==> src/hw/rtl/sfr_pkg.sv <==
// types and constants shared by the shape fill rasterizer
`timescale 1ns / 1ps
`default_nettype none
package sfr_pkg;

   localparam int MODE_W   = 3;
   localparam int POS_W    = 6;
   localparam int EXTENT_W = 7;
   localparam int BYTE_W   = 8;
   localparam int CANVAS_W = 7;
   localparam int CSR_IDX_W = 4;
   // signed coordinate width: covers anchor plus largest diamond step
   localparam int COORD_W  = 11;

   localparam logic [MODE_W-1:0] MODE_RECT    = 3'd0;
   localparam logic [MODE_W-1:0] MODE_UP      = 3'd1;
   localparam logic [MODE_W-1:0] MODE_DOWN    = 3'd2;
   localparam logic [MODE_W-1:0] MODE_DIAMOND = 3'd3;
   localparam logic [MODE_W-1:0] MODE_CLEAR   = 3'd4;
   localparam logic [MODE_W-1:0] MODE_READ    = 3'd5;

   localparam logic [CSR_IDX_W-1:0] CSR_CANVAS_WIDTH  = 4'd0;
   localparam logic [CSR_IDX_W-1:0] CSR_CANVAS_HEIGHT = 4'd1;

   localparam logic [CANVAS_W-1:0] CANVAS_RESET = 7'd64;
   localparam logic [BYTE_W-1:0]   DOT_CHAR     = 8'd46;

   typedef struct packed {
      logic [MODE_W-1:0]   mode;
      logic [POS_W-1:0]    x_pos;
      logic [POS_W-1:0]    y_pos;
      logic [EXTENT_W-1:0] extent_a;
      logic [EXTENT_W-1:0] extent_b;
      logic [BYTE_W-1:0]   brush;
   } req_type;

   typedef struct packed {
      logic [BYTE_W-1:0] cell_value;
      logic              in_range;
   } rsp_type;

   typedef struct packed {
      logic clear;
      logic wr_en;
      logic rd_en;
   } store_ctl_type;

   typedef enum logic [1:0] {
      ST_IDLE,
      ST_DRAW,
      ST_READ
   } state_type;

endpackage
`default_nettype wire

==> src/hw/rtl/sfr_seq.sv <==
// command sequencer: decodes commands and walks shapes one row per cycle
`timescale 1ns / 1ps
`default_nettype none
module sfr_seq #(
   parameter int MAX_WIDTH  = 64,
   parameter int MAX_HEIGHT = 64,
   localparam int CLW = $clog2(MAX_WIDTH),
   localparam int RW  = $clog2(MAX_HEIGHT),
   localparam int CW  = sfr_pkg::COORD_W
) (
   input  wire logic                        clock,
   input  wire logic                        reset,
   input  wire logic                        start,
   input  wire sfr_pkg::req_type            req,
   output logic                             busy,
   input  wire logic signed [CW-1:0]        live_w,
   input  wire logic signed [CW-1:0]        live_h,
   output sfr_pkg::store_ctl_type           ctl,
   output logic      [RW-1:0]               wr_row,
   output logic      [MAX_WIDTH-1:0]        wr_mask,
   output logic      [sfr_pkg::BYTE_W-1:0]  wr_byte,
   output logic      [RW-1:0]               rd_row,
   output logic      [CLW-1:0]              rd_col,
   input  wire logic [sfr_pkg::BYTE_W-1:0]  rd_byte,
   output logic                             rsp_strobe,
   output sfr_pkg::rsp_type                 rsp
);

   localparam logic signed [CW-1:0] ONE_S = CW'(1);

   sfr_pkg::state_type            state_ff, state_in;
   logic [sfr_pkg::MODE_W-1:0]    mode_ff, mode_in;
   logic [sfr_pkg::POS_W-1:0]     x_ff, x_in;
   logic [sfr_pkg::POS_W-1:0]     y_ff, y_in;
   logic [sfr_pkg::EXTENT_W-1:0]  ea_ff, ea_in;
   logic [sfr_pkg::BYTE_W-1:0]    brush_ff, brush_in;
   logic [sfr_pkg::EXTENT_W:0]    step_ff, step_in;
   logic [sfr_pkg::EXTENT_W:0]    last_ff, last_in;
   logic                          rsp_strobe_ff, rsp_strobe_in;
   sfr_pkg::rsp_type              rsp_ff, rsp_in;

   logic [sfr_pkg::EXTENT_W:0]    count;
   logic signed [CW-1:0]          req_x_s, req_y_s;
   logic signed [CW-1:0]          x_s, y_s, ea_s, step_s, half_s;
   logic signed [CW-1:0]          row_s, lo_s, hi_s, lo_c, hi_c, lw_m1, col_s;
   logic                          row_ok, span_ok;

   // rows to walk for the shape on the request
   always_comb begin
      case (req.mode)
         sfr_pkg::MODE_RECT:    count = {1'b0, req.extent_b};
         sfr_pkg::MODE_DIAMOND: count = {req.extent_a, 1'b1};
         default:               count = {1'b0, req.extent_a};
      endcase
   end

   // span of the current row, clipped to the canvas
   always_comb begin
      req_x_s = CW'(req.x_pos);
      req_y_s = CW'(req.y_pos);
      x_s     = CW'(x_ff);
      y_s     = CW'(y_ff);
      ea_s    = CW'(ea_ff);
      step_s  = CW'(step_ff);
      if (mode_ff == sfr_pkg::MODE_DIAMOND && step_s > ea_s) begin
         half_s = ea_s + ea_s - step_s;
      end else begin
         half_s = step_s;
      end
      if (mode_ff == sfr_pkg::MODE_DOWN) begin
         row_s = y_s - step_s;
      end else begin
         row_s = y_s + step_s;
      end
      if (mode_ff == sfr_pkg::MODE_RECT) begin
         lo_s = x_s;
         hi_s = x_s + ea_s - ONE_S;
      end else begin
         lo_s = x_s - half_s;
         hi_s = x_s + half_s;
      end
      lw_m1   = live_w - ONE_S;
      lo_c    = lo_s[CW-1] ? '0 : lo_s;
      hi_c    = (hi_s > lw_m1) ? lw_m1 : hi_s;
      row_ok  = !row_s[CW-1] && (row_s < live_h);
      span_ok = lo_c <= hi_c;
      col_s   = '0;
      for (int j = 0; j < MAX_WIDTH; j++) begin
         col_s      = CW'(j);
         wr_mask[j] = (col_s >= lo_c) && (col_s <= hi_c);
      end
   end

   always_comb begin
      state_in      = state_ff;
      mode_in       = mode_ff;
      x_in          = x_ff;
      y_in          = y_ff;
      ea_in         = ea_ff;
      brush_in      = brush_ff;
      step_in       = step_ff;
      last_in       = last_ff;
      rsp_strobe_in = 1'b0;
      rsp_in        = '0;
      ctl           = '0;
      case (state_ff)
         sfr_pkg::ST_IDLE: begin
            if (start) begin
               mode_in  = req.mode;
               x_in     = req.x_pos;
               y_in     = req.y_pos;
               ea_in    = req.extent_a;
               brush_in = req.brush;
               step_in  = '0;
               last_in  = count - 1'b1;
               case (req.mode) inside
                  [sfr_pkg::MODE_RECT:sfr_pkg::MODE_DIAMOND]: begin
                     if (count == '0) begin
                        rsp_strobe_in   = 1'b1;
                        rsp_in.in_range = 1'b1;
                     end else begin
                        state_in = sfr_pkg::ST_DRAW;
                     end
                  end
                  sfr_pkg::MODE_CLEAR: begin
                     ctl.clear       = 1'b1;
                     rsp_strobe_in   = 1'b1;
                     rsp_in.in_range = 1'b1;
                  end
                  sfr_pkg::MODE_READ: begin
                     if (req_x_s < live_w && req_y_s < live_h) begin
                        ctl.rd_en = 1'b1;
                        state_in  = sfr_pkg::ST_READ;
                     end else begin
                        rsp_strobe_in = 1'b1;
                     end
                  end
                  default: begin
                     rsp_strobe_in = 1'b1;
                  end
               endcase
            end
         end
         sfr_pkg::ST_DRAW: begin
            ctl.wr_en = row_ok && span_ok;
            step_in   = step_ff + 1'b1;
            if (step_ff == last_ff) begin
               state_in        = sfr_pkg::ST_IDLE;
               rsp_strobe_in   = 1'b1;
               rsp_in.in_range = 1'b1;
            end
         end
         sfr_pkg::ST_READ: begin
            state_in          = sfr_pkg::ST_IDLE;
            rsp_strobe_in     = 1'b1;
            rsp_in.cell_value = rd_byte;
            rsp_in.in_range   = 1'b1;
         end
         default: begin
            state_in = sfr_pkg::ST_IDLE;
         end
      endcase
   end

   always_ff @(posedge clock) begin
      if (reset) begin
         state_ff      <= sfr_pkg::ST_IDLE;
         rsp_strobe_ff <= 1'b0;
      end else begin
         state_ff      <= state_in;
         rsp_strobe_ff <= rsp_strobe_in;
      end
   end

   always_ff @(posedge clock) begin
      mode_ff  <= mode_in;
      x_ff     <= x_in;
      y_ff     <= y_in;
      ea_ff    <= ea_in;
      brush_ff <= brush_in;
      step_ff  <= step_in;
      last_ff  <= last_in;
      rsp_ff   <= rsp_in;
   end

   assign busy       = state_ff != sfr_pkg::ST_IDLE;
   assign wr_row     = row_s[RW-1:0];
   assign wr_byte    = brush_ff;
   assign rd_row     = req_y_s[RW-1:0];
   assign rd_col     = req_x_s[CLW-1:0];
   assign rsp_strobe = rsp_strobe_ff;
   assign rsp        = rsp_ff;

   a_rsp_follows_work: assert property (@(posedge clock) disable iff (reset)
      rsp_strobe_ff |-> ($past(start) && $past(state_ff) == sfr_pkg::ST_IDLE)
                        || $past(state_ff) != sfr_pkg::ST_IDLE)
      else $error("result strobe without a command");

   a_write_only_drawing: assert property (@(posedge clock) disable iff (reset)
      ctl.wr_en |-> state_ff == sfr_pkg::ST_DRAW)
      else $error("store write outside shape walk");

   a_step_bounded: assert property (@(posedge clock) disable iff (reset)
      state_ff == sfr_pkg::ST_DRAW |-> step_ff <= last_ff)
      else $error("row step ran past last row");

   a_read_one_cycle: assert property (@(posedge clock) disable iff (reset)
      state_ff == sfr_pkg::ST_READ |=> state_ff == sfr_pkg::ST_IDLE && rsp_strobe_ff)
      else $error("read did not complete in one cycle");

endmodule
`default_nettype wire

==> config.mk <==
export PLATFORM = sky130hd
export DESIGN_NAME = sfr_seq
export DESIGN_NICKNAME = d
export VERILOG_FILES = /design/src/hw/rtl/sfr_pkg.sv /design/src/hw/rtl/sfr_seq.sv
export SDC_FILE = /design/constraint.sdc
export NUM_CORES = 1
export LEC_CHECK = 0
export BUFFER_PORTS_ARGS = -buffer_cell sky130_fd_sc_hd__buf_2
export CORE_UTILIZATION = 55
export DETAILED_ROUTE_END_ITERATION = 16
export GPL_TIMING_DRIVEN = 0
export PLACE_DENSITY = 0.81
export SETUP_SLACK_MARGIN = 0.05
export SYNTH_ARGS = -nofsm -noshare
export SYNTH_HDL_FRONTEND = slang
export SYNTH_SLANG_ARGS = --single-unit
export TNS_END_PERCENT = 5
==> constraint.sdc <==
create_clock -name clock -period 11.14 [get_ports clock]
set_clock_uncertainty 0.15 [all_clocks]
set_input_delay 1.671 -clock clock [delete_from_list [all_inputs] [get_ports clock]]
set_output_delay 1.671 -clock clock [all_outputs]
set_load 0.01 [all_outputs]
==> flow_summary_export.csv, run 1 <==
group,metric,value,unit
detailed_routing,dr_total_vias,8599,
pwr,max-vdd-ir-drop,0.163,mV
timing,worst_pin_slew,1050,ps
final_layout,synthToLayoutAreaGrowth,18.8,%
setup_path,rr_endpoint,"step_ff[7]",
place,hpwl,19700,um
place,placement.setup.worst_slack,925,ps
synthesis,synthDistinctLibCells,92,
run_status,run_status,"finished, final reports clean",
timing,fmax,0.0972,GHz
synthesis,synthArstFlopShare,0,%
synthesis,yosysSeqAreaShare,20.3,%
pwr,cellPowerDensity,166,nW/um^2
setup_path,critPathArrivalTime,8470,ps
detailed_routing,detail_route.first_pass.iterations,6,
final_layout,num_antenna_cells,0,
place,place.detailed.instances,1366,
synthesis,yosys_most_used_dff,"sky130_fd_sc_hd__edfxtp_1",
clocking,cts_tree,"built",
synthesis,synth-warning-count,0,
timing,timing.final.setup_violations,0,
clocking,clock_pin_slew_reported_for_the_worst_setup_and_hold_paths_after_clock_tree_synthesis,50,ps
global_routing,grt_antenna_before_repair,0,
timing,rsz_0062_raised_after_global_routing,"false",
synthesis,syn-num-nets,1184,
final_layout,layout-drive-gt1-share,22.5,%
floorplanning,floorplan.die.height,123,um
detailed_routing,routed_length_per_instance,18.3,um
clocking,clock_tree.root_cell,"sky130_fd_sc_hd__clkbuf_16",
global_routing,globalRouteTotalUtil,34.6,%
floorplanning,number_of_standard_cell_rows_in_the_floorplan,43,
synthesis,synth-edff-count,46,
timing,finalMaxSlewViolations,0,
detailed_routing,route.detailed.vias_per_inst,6.21,
setup_path,cpMaxStageDelayCell,"sky130_fd_sc_hd__edfxtp_1",
setup_path,worstRegToRegCells,5,
timing,layout_min_cycle_time,10290,ps
timing,worst_hold_slack,521,ps
clocking,cts-buffers-inserted,9,
timing,fin_setup_tns,0,ps
setup_path,worstPathMaxFanout,19,
worst_hold_path,worst_hold_path.num_cells,2,
global_routing,grt_max_degree,15,
job,max_cap_viol_count,0,
floorplanning,fp.dieW,123,um
timing,final.period_utilization,92.3,%
floorplanning,core,14000,sq um
detailed_routing,detail_route.drc_violations,0,
clocking,cts_buffer_depth,2,
floorplanning,top_level_ports,174,
pwr,p_leak,4.37,nW
place,port_buffers,173,
detailed_routing,detail-route-antenna-nets,0,
clocking,cts.sink_count,58,
setup_path,end_kind,"primary output",
floorplanning,start_util,56.9,%
synthesis,synthesis.instances,1010,
setup_path,regToRegSetupSlack,9040,ps
setup_path,critical_path.max_stage_delay,560,ps
floorplanning,die-area,15000,sq um
detailed_routing,postRouteWirelength,25300,um
synthesis,synthesis.area_per_instance,7.91,sq um
worst_hold_path,hp-start,"state_ff[0]",
synthesis,synth.cell_area,7990,sq um
worst_hold_path,hp-class,"reg2reg",
setup_path,crit_path_start_kind,"flip-flop",
setup_path,worstReg2RegStart,"step_ff[1]",
setup_path,setup.worst_path.class,"reg2out",
detailed_routing,detail_route.iter0.violations,905,
final_layout,design.final.nets,1374,
synthesis,ys_ff_latch,58,
timing,finalHoldViolCount,0,
worst_hold_path,whs_endpoint,"rsp_strobe",
place,finalWeightedCongestion,1.04,
global_routing,grt_pass1_vias,8245,
global_routing,grt_overflow,0,
setup_path,worstPathRequired,9320,ps
timing,slew_headroom,28.7,%
global_routing,grt_pass1_wl,40300,um
timing,layout_setup_ws,853,ps
clocking,insertion_delay_to_the_later_sink_of_the_worst_skew_pair,340,ps
pwr,final_total_pwr,1.57,mW
final_layout,fin_cells,1385,
final_layout,fillers,1193,
clocking,htree_levels,3,
-- metal layers --
metal | wire (um) | vias to the layer above | track usage [%] | share of wire [%]
met5 | 0 | - | 0 | 0
met4 | 799 | 0 | 13.6 | 3.2
met3 | 2620 | 74 | 7.90 | 10
met2 | 11200 | 502 | 54.8 | 44
met1 | 10700 | 3951 | 45.5 | 42
li1 | - | 4072 | - | -
-- cells by family after synthesis --
logic type,Yosys count,synth area share [%]
adder cells (fa/ha/maj),104,16.9
AND/OR/NAND/NOR,322,20.5
XOR/XNOR,48,5.26
multiplexers,8,1.10
buffers and inverters,140,7.68
AO/OA/AOI/OAI,330,28.3
flip-flops,58,20.3
-- per-stage QoR --
step	instance area, sq um	util, %
6_report	9490	67.6
5_1_grt	9490	67.6
4_1_cts	9460	67.4
3_5_place_dp	9120	64.9
3_3_place_gp	9080	64.6
2_1_floorplan	7990	-
-- repair_timing --
item | CTS | global route
hold buffers | 0 | 0
setup endpoints to repair | 0 | 1
gates resized for setup | 0 | 1
setup buffers | 0 | 4
-- worst max-delay path by stage --
stage / depth (start not counted) / slack, ps / from / end
2_1_floorplan: 39 / 2260 / step_ff[0] / ctl[1]
3_3_place_gp: 36 / 1010 / step_ff[0] / ctl[1]
3_5_place_dp: 37 / 920 / step_ff[0] / ctl[1]
4_1_cts: 37 / 470 / step_ff[0] / ctl[1]
5_1_grt: 39 / 320 / ea_ff[6] / ctl[1]
6_report: 38 / 850 / step_ff[6] / ctl[1]
-- layout make-up --
cell class,count,area (sq um),share of cell area (%)
tap,180,225,2.37
clock buffer,10,250,2.64
clock inverter,6,95.1,1.00
timing repair buffer,180,930,9.79
multi-input combinational,812,5760,60.7
inverter,93,349,3.68
sequential,58,1620,17.1
buffer,46,260,2.74
-- sequential cells by signal (all words and copies together) (netlist names) --
| register | cells |
|---|---|
| rsp | 9 |
| rsp_strobe | 1 |
| last_ff | 8 |
| wr_byte | 8 |
| x_ff | 6 |
| y_ff | 6 |
| step_ff | 8 |
| state_ff | 2 |
| ea_ff | 7 |
| mode_ff | 3 |
-- cell usage after synthesis, types with 4 or more instances --
cell	count	area, sq um
sky130_fd_sc_hd__a211oi_1	35	263
sky130_fd_sc_hd__o211ai_1	6	45.0
sky130_fd_sc_hd__nand2b_1	13	81.3
sky130_fd_sc_hd__a22oi_1	5	37.5
sky130_fd_sc_hd__mux2i_1	4	40.0
sky130_fd_sc_hd__o21ai_0	51	255
sky130_fd_sc_hd__o21a_1	13	97.6
sky130_fd_sc_hd__buf_2	7	35.0
sky130_fd_sc_hd__clkbuf_1	17	63.8
sky130_fd_sc_hd__nor3_1	24	120
sky130_fd_sc_hd__nor3_2	5	50.1
sky130_fd_sc_hd__a31oi_1	19	119
sky130_fd_sc_hd__and2_1	15	93.8
sky130_fd_sc_hd__nand2_1	70	263
sky130_fd_sc_hd__xnor2_1	32	280
sky130_fd_sc_hd__a221oi_1	6	52.6
sky130_fd_sc_hd__o21bai_1	7	52.6
sky130_fd_sc_hd__buf_1	5	18.8
sky130_fd_sc_hd__a211oi_2	6	75.1
sky130_fd_sc_hd__a21o_1	19	143
sky130_fd_sc_hd__buf_4	15	113
sky130_fd_sc_hd__and3_1	6	37.5
sky130_fd_sc_hd__ha_1	98	1230
sky130_fd_sc_hd__nor4_1	7	43.8
sky130_fd_sc_hd__a21boi_0	4	30.0
sky130_fd_sc_hd__fa_1	6	120
sky130_fd_sc_hd__nand3_1	26	130
sky130_fd_sc_hd__o22ai_1	6	37.5
sky130_fd_sc_hd__o21ai_1	8	40.0
sky130_fd_sc_hd__or3_1	4	25.0
sky130_fd_sc_hd__xor2_1	16	140
sky130_fd_sc_hd__inv_1	89	334
sky130_fd_sc_hd__a21oi_1	83	415
sky130_fd_sc_hd__dfxtp_1	12	240
sky130_fd_sc_hd__nor3b_1	7	52.6
sky130_fd_sc_hd__nor2_1	103	387
sky130_fd_sc_hd__o32ai_1	4	35.0
sky130_fd_sc_hd__edfxtp_1	46	1380
sky130_fd_sc_hd__a311oi_1	9	78.8
sky130_fd_sc_hd__a31o_2	5	43.8
sky130_fd_sc_hd__nor2b_1	15	93.8
-- critical path, delay by kind of cell (launching register included) --
kind / cells / cell delay, ps
simple gates: 11 / 1890
compound gates: 16 / 2790
fa+ha+maj: 4 / 1410
flops: 1 / 560
buf+inv: 7 / 1450
-- where the power goes --
group          switching [mW]  internal, mW
clock                   0.106         0.211
combinational           0.621         0.365
sequential             0.0170         0.253
-- placed cells by master, fill, tap and decap left out, types with 32 or more instances in the layout --
cell	count
sky130_fd_sc_hd__nor2_1	103
sky130_fd_sc_hd__inv_1	89
sky130_fd_sc_hd__o21ai_0	51
sky130_fd_sc_hd__a211oi_1	35
sky130_fd_sc_hd__xnor2_1	32
sky130_fd_sc_hd__a21oi_1	83
sky130_fd_sc_hd__nand2_1	70
sky130_fd_sc_hd__edfxtp_1	46
sky130_fd_sc_hd__buf_2	180
sky130_fd_sc_hd__ha_1	98
No activity file was read; power rests on OpenSTA's default activity.
==> run 2, diff against run 1 <==
Settings changed: CORE_UTILIZATION 55 to 35, PLACE_DENSITY 0.81 to unset.
==> flow_summary_export.csv, run 2 (synthesis gave the netlist of run 1 again) <==
group,metric,value,unit
clocking,htree_levels,3,
setup_path,critical_path_buf_inv_count,7,
final_layout,layout-drive-gt1-share,22.5,%
pwr,power.share.switching,48.5,%
clocking,clock_pin_slew_reported_for_the_worst_setup_and_hold_paths_after_clock_tree_synthesis,60,ps
detailed_routing,detail-route-antenna-nets,0,
timing,finalHoldViolCount,0,
floorplanning,fp.dieW,153,um
detailed_routing,postRouteWirelength,25900,um
final_layout,fin_cells,1485,
setup_path,path_delay_family,"compound AO/OA/AOI/OAI gates",
setup_path,crit_path_start_kind,"flip-flop",
final_layout,post-route-util,43.3,%
detailed_routing,detail_route.first_pass.iterations,7,
final_layout,layout_common_cells,"180 x sky130_fd_sc_hd__buf_2, 103 x sky130_fd_sc_hd__nor2_1, 98 x sky130_fd_sc_hd__ha_1, 89 x sky130_fd_sc_hd__inv_1, 82 x sky130_fd_sc_hd__a21oi_1",
global_routing,grt_pass1_wl,41100,um
detailed_routing,detail_route.drc_violations,0,
global_routing,grt_max_degree,14,
timing,finalMaxSlewViolations,0,
timing,layout_setup_ws,977,ps
detailed_routing,detail_route.iter0.violations,574,
setup_path,critical_path.max_stage_delay,650,ps
worst_hold_path,hp-class,"reg2reg",
timing,slew_headroom,39.1,%
pwr,final_total_pwr,1.52,mW
clocking,cts_tree,"built",
timing,fmax,0.0984,GHz
floorplanning,top_level_ports,174,
job,max_cap_viol_count,0,
global_routing,grt_overflow,0,
final_layout,finish.instance_area,9570,sq um
timing,worst_pin_slew,908,ps
clocking,cts-buffers-inserted,9,
setup_path,worstPathRequired,9320,ps
timing,fin_setup_tns,0,ps
timing,final.period_utilization,91.2,%
timing,worst_hold_slack,506,ps
global_routing,grt_pass1_vias,7666,
setup_path,cpMaxStageDelayCell,"sky130_fd_sc_hd__edfxtp_1",
final_layout,design.final.nets,1373,
place,placedInstanceArea,9250,sq um
final_layout,largest_reg_flops,9,
final_layout,most_common_library_cell_in_the_layout_ignoring_fill_and_taps,"sky130_fd_sc_hd__buf_2",
floorplanning,core,22100,sq um
pwr,seq_power_share,17.8,%
pwr,max-vdd-ir-drop,0.0798,mV
place,finalWeightedCongestion,0.934,
pwr,switchingPower,0.737,mW
floorplanning,die-area,23400,sq um
clocking,cts_buffer_depth,2,
setup_path,end_kind,"primary output",
detailed_routing,routed_length_per_instance,17.4,um
floorplanning,start_util,36.1,%
timing,rsz_0062_raised_after_global_routing,"false",
pwr,p_leak,4.34,nW
place,hpwl,21200,um
clocking,clock_tree.root_cell,"sky130_fd_sc_hd__clkbuf_16",
floorplanning,number_of_standard_cell_rows_in_the_floorplan,54,
setup_path,critPathArrivalTime,8340,ps
clocking,insertion_delay_to_the_later_sink_of_the_worst_skew_pair,330,ps
pwr,power_frac_clock,17.7,%
setup_path,setup.worst_path.class,"reg2out",
setup_path,worstPathMaxFanout,19,
timing,layout_min_cycle_time,10160,ps
detailed_routing,dr_total_vias,8264,
global_routing,globalRouteTotalUtil,22.0,%
floorplanning,floorplan.die.height,153,um
run_status,run_status,"finished, final reports clean",
pwr,cellPowerDensity,159,nW/um^2
pwr,p_int,0.783,mW
pwr,pwr-share-comb,64.5,%
place,port_buffers,173,
final_layout,synthToLayoutAreaGrowth,19.8,%
global_routing,grt_antenna_before_repair,0,
place,placement.setup.worst_slack,714,ps
clocking,cts.sink_count,58,
detailed_routing,route.detailed.vias_per_inst,5.56,
place,place.detailed.instances,1466,
timing,timing.final.setup_violations,0,
==> run 2: worst reg2reg max path, cell delays in order (launching register included) <==
cell,delay (ps)
sky130_fd_sc_hd__edfxtp_1,650
sky130_fd_sc_hd__inv_1,240
sky130_fd_sc_hd__nor3_1,420
sky130_fd_sc_hd__nand3_1,160
sky130_fd_sc_hd__xnor2_1,180
sky130_fd_sc_hd__nor2_1,60
==> run 2: area by class of cell <==
cell class	count	area (sq um)
Clock inverter	6	43.8
Fill cell	2242	12500
Inverter	93	349
Clock buffer	10	250
Tap cell	280	350
Multi-Input combinational cell	812	5760
Timing Repair Buffer	179	926
Buffer	46	260
Antenna cell	1	2.50
Sequential cell	58	1620
==> run 2: final timing paths <==
kind	start	to	slack [ps]	depth (start not counted)
worst max-delay path	step_ff[1]	ctl[1]	980	37
worst min register to register	state_ff[0]	rsp_strobe	510	2
worst min-delay path	state_ff[0]	rsp_strobe	510	2
worst max register to register	step_ff[1]	step_ff[7]	9020	5
==> run 2: timing repair <==
action                                 in CTS  in global routing
resized for setup                           0                  2
buffers inserted                            0                  3
endpoints found under the hold margin       0                  0
setup endpoints to repair                   0                  1
hold buffers                                0                  0
==> run 2: layer usage <==
layer	track usage (%)	part of all wire [%]	wire, um	up-vias
met5	0	0	0	-
met1	30.9	47	12200	3826
li1	-	-	-	4072
met4	5.39	1.7	432	0
met2	35.3	45	11600	323
met3	2.78	6.3	1630	43
==> run 2: power groups by stage <==
stage	clock (mW)	combinational, mW	sequential [mW]
finish	0.269	0.981	0.270
global route	0.285	1.08	0.272
CTS	0.276	0.965	0.271
detailed placement	0	0.959	0.276
global placement	0	0.956	0.277
floorplan	0	0.648	0.270
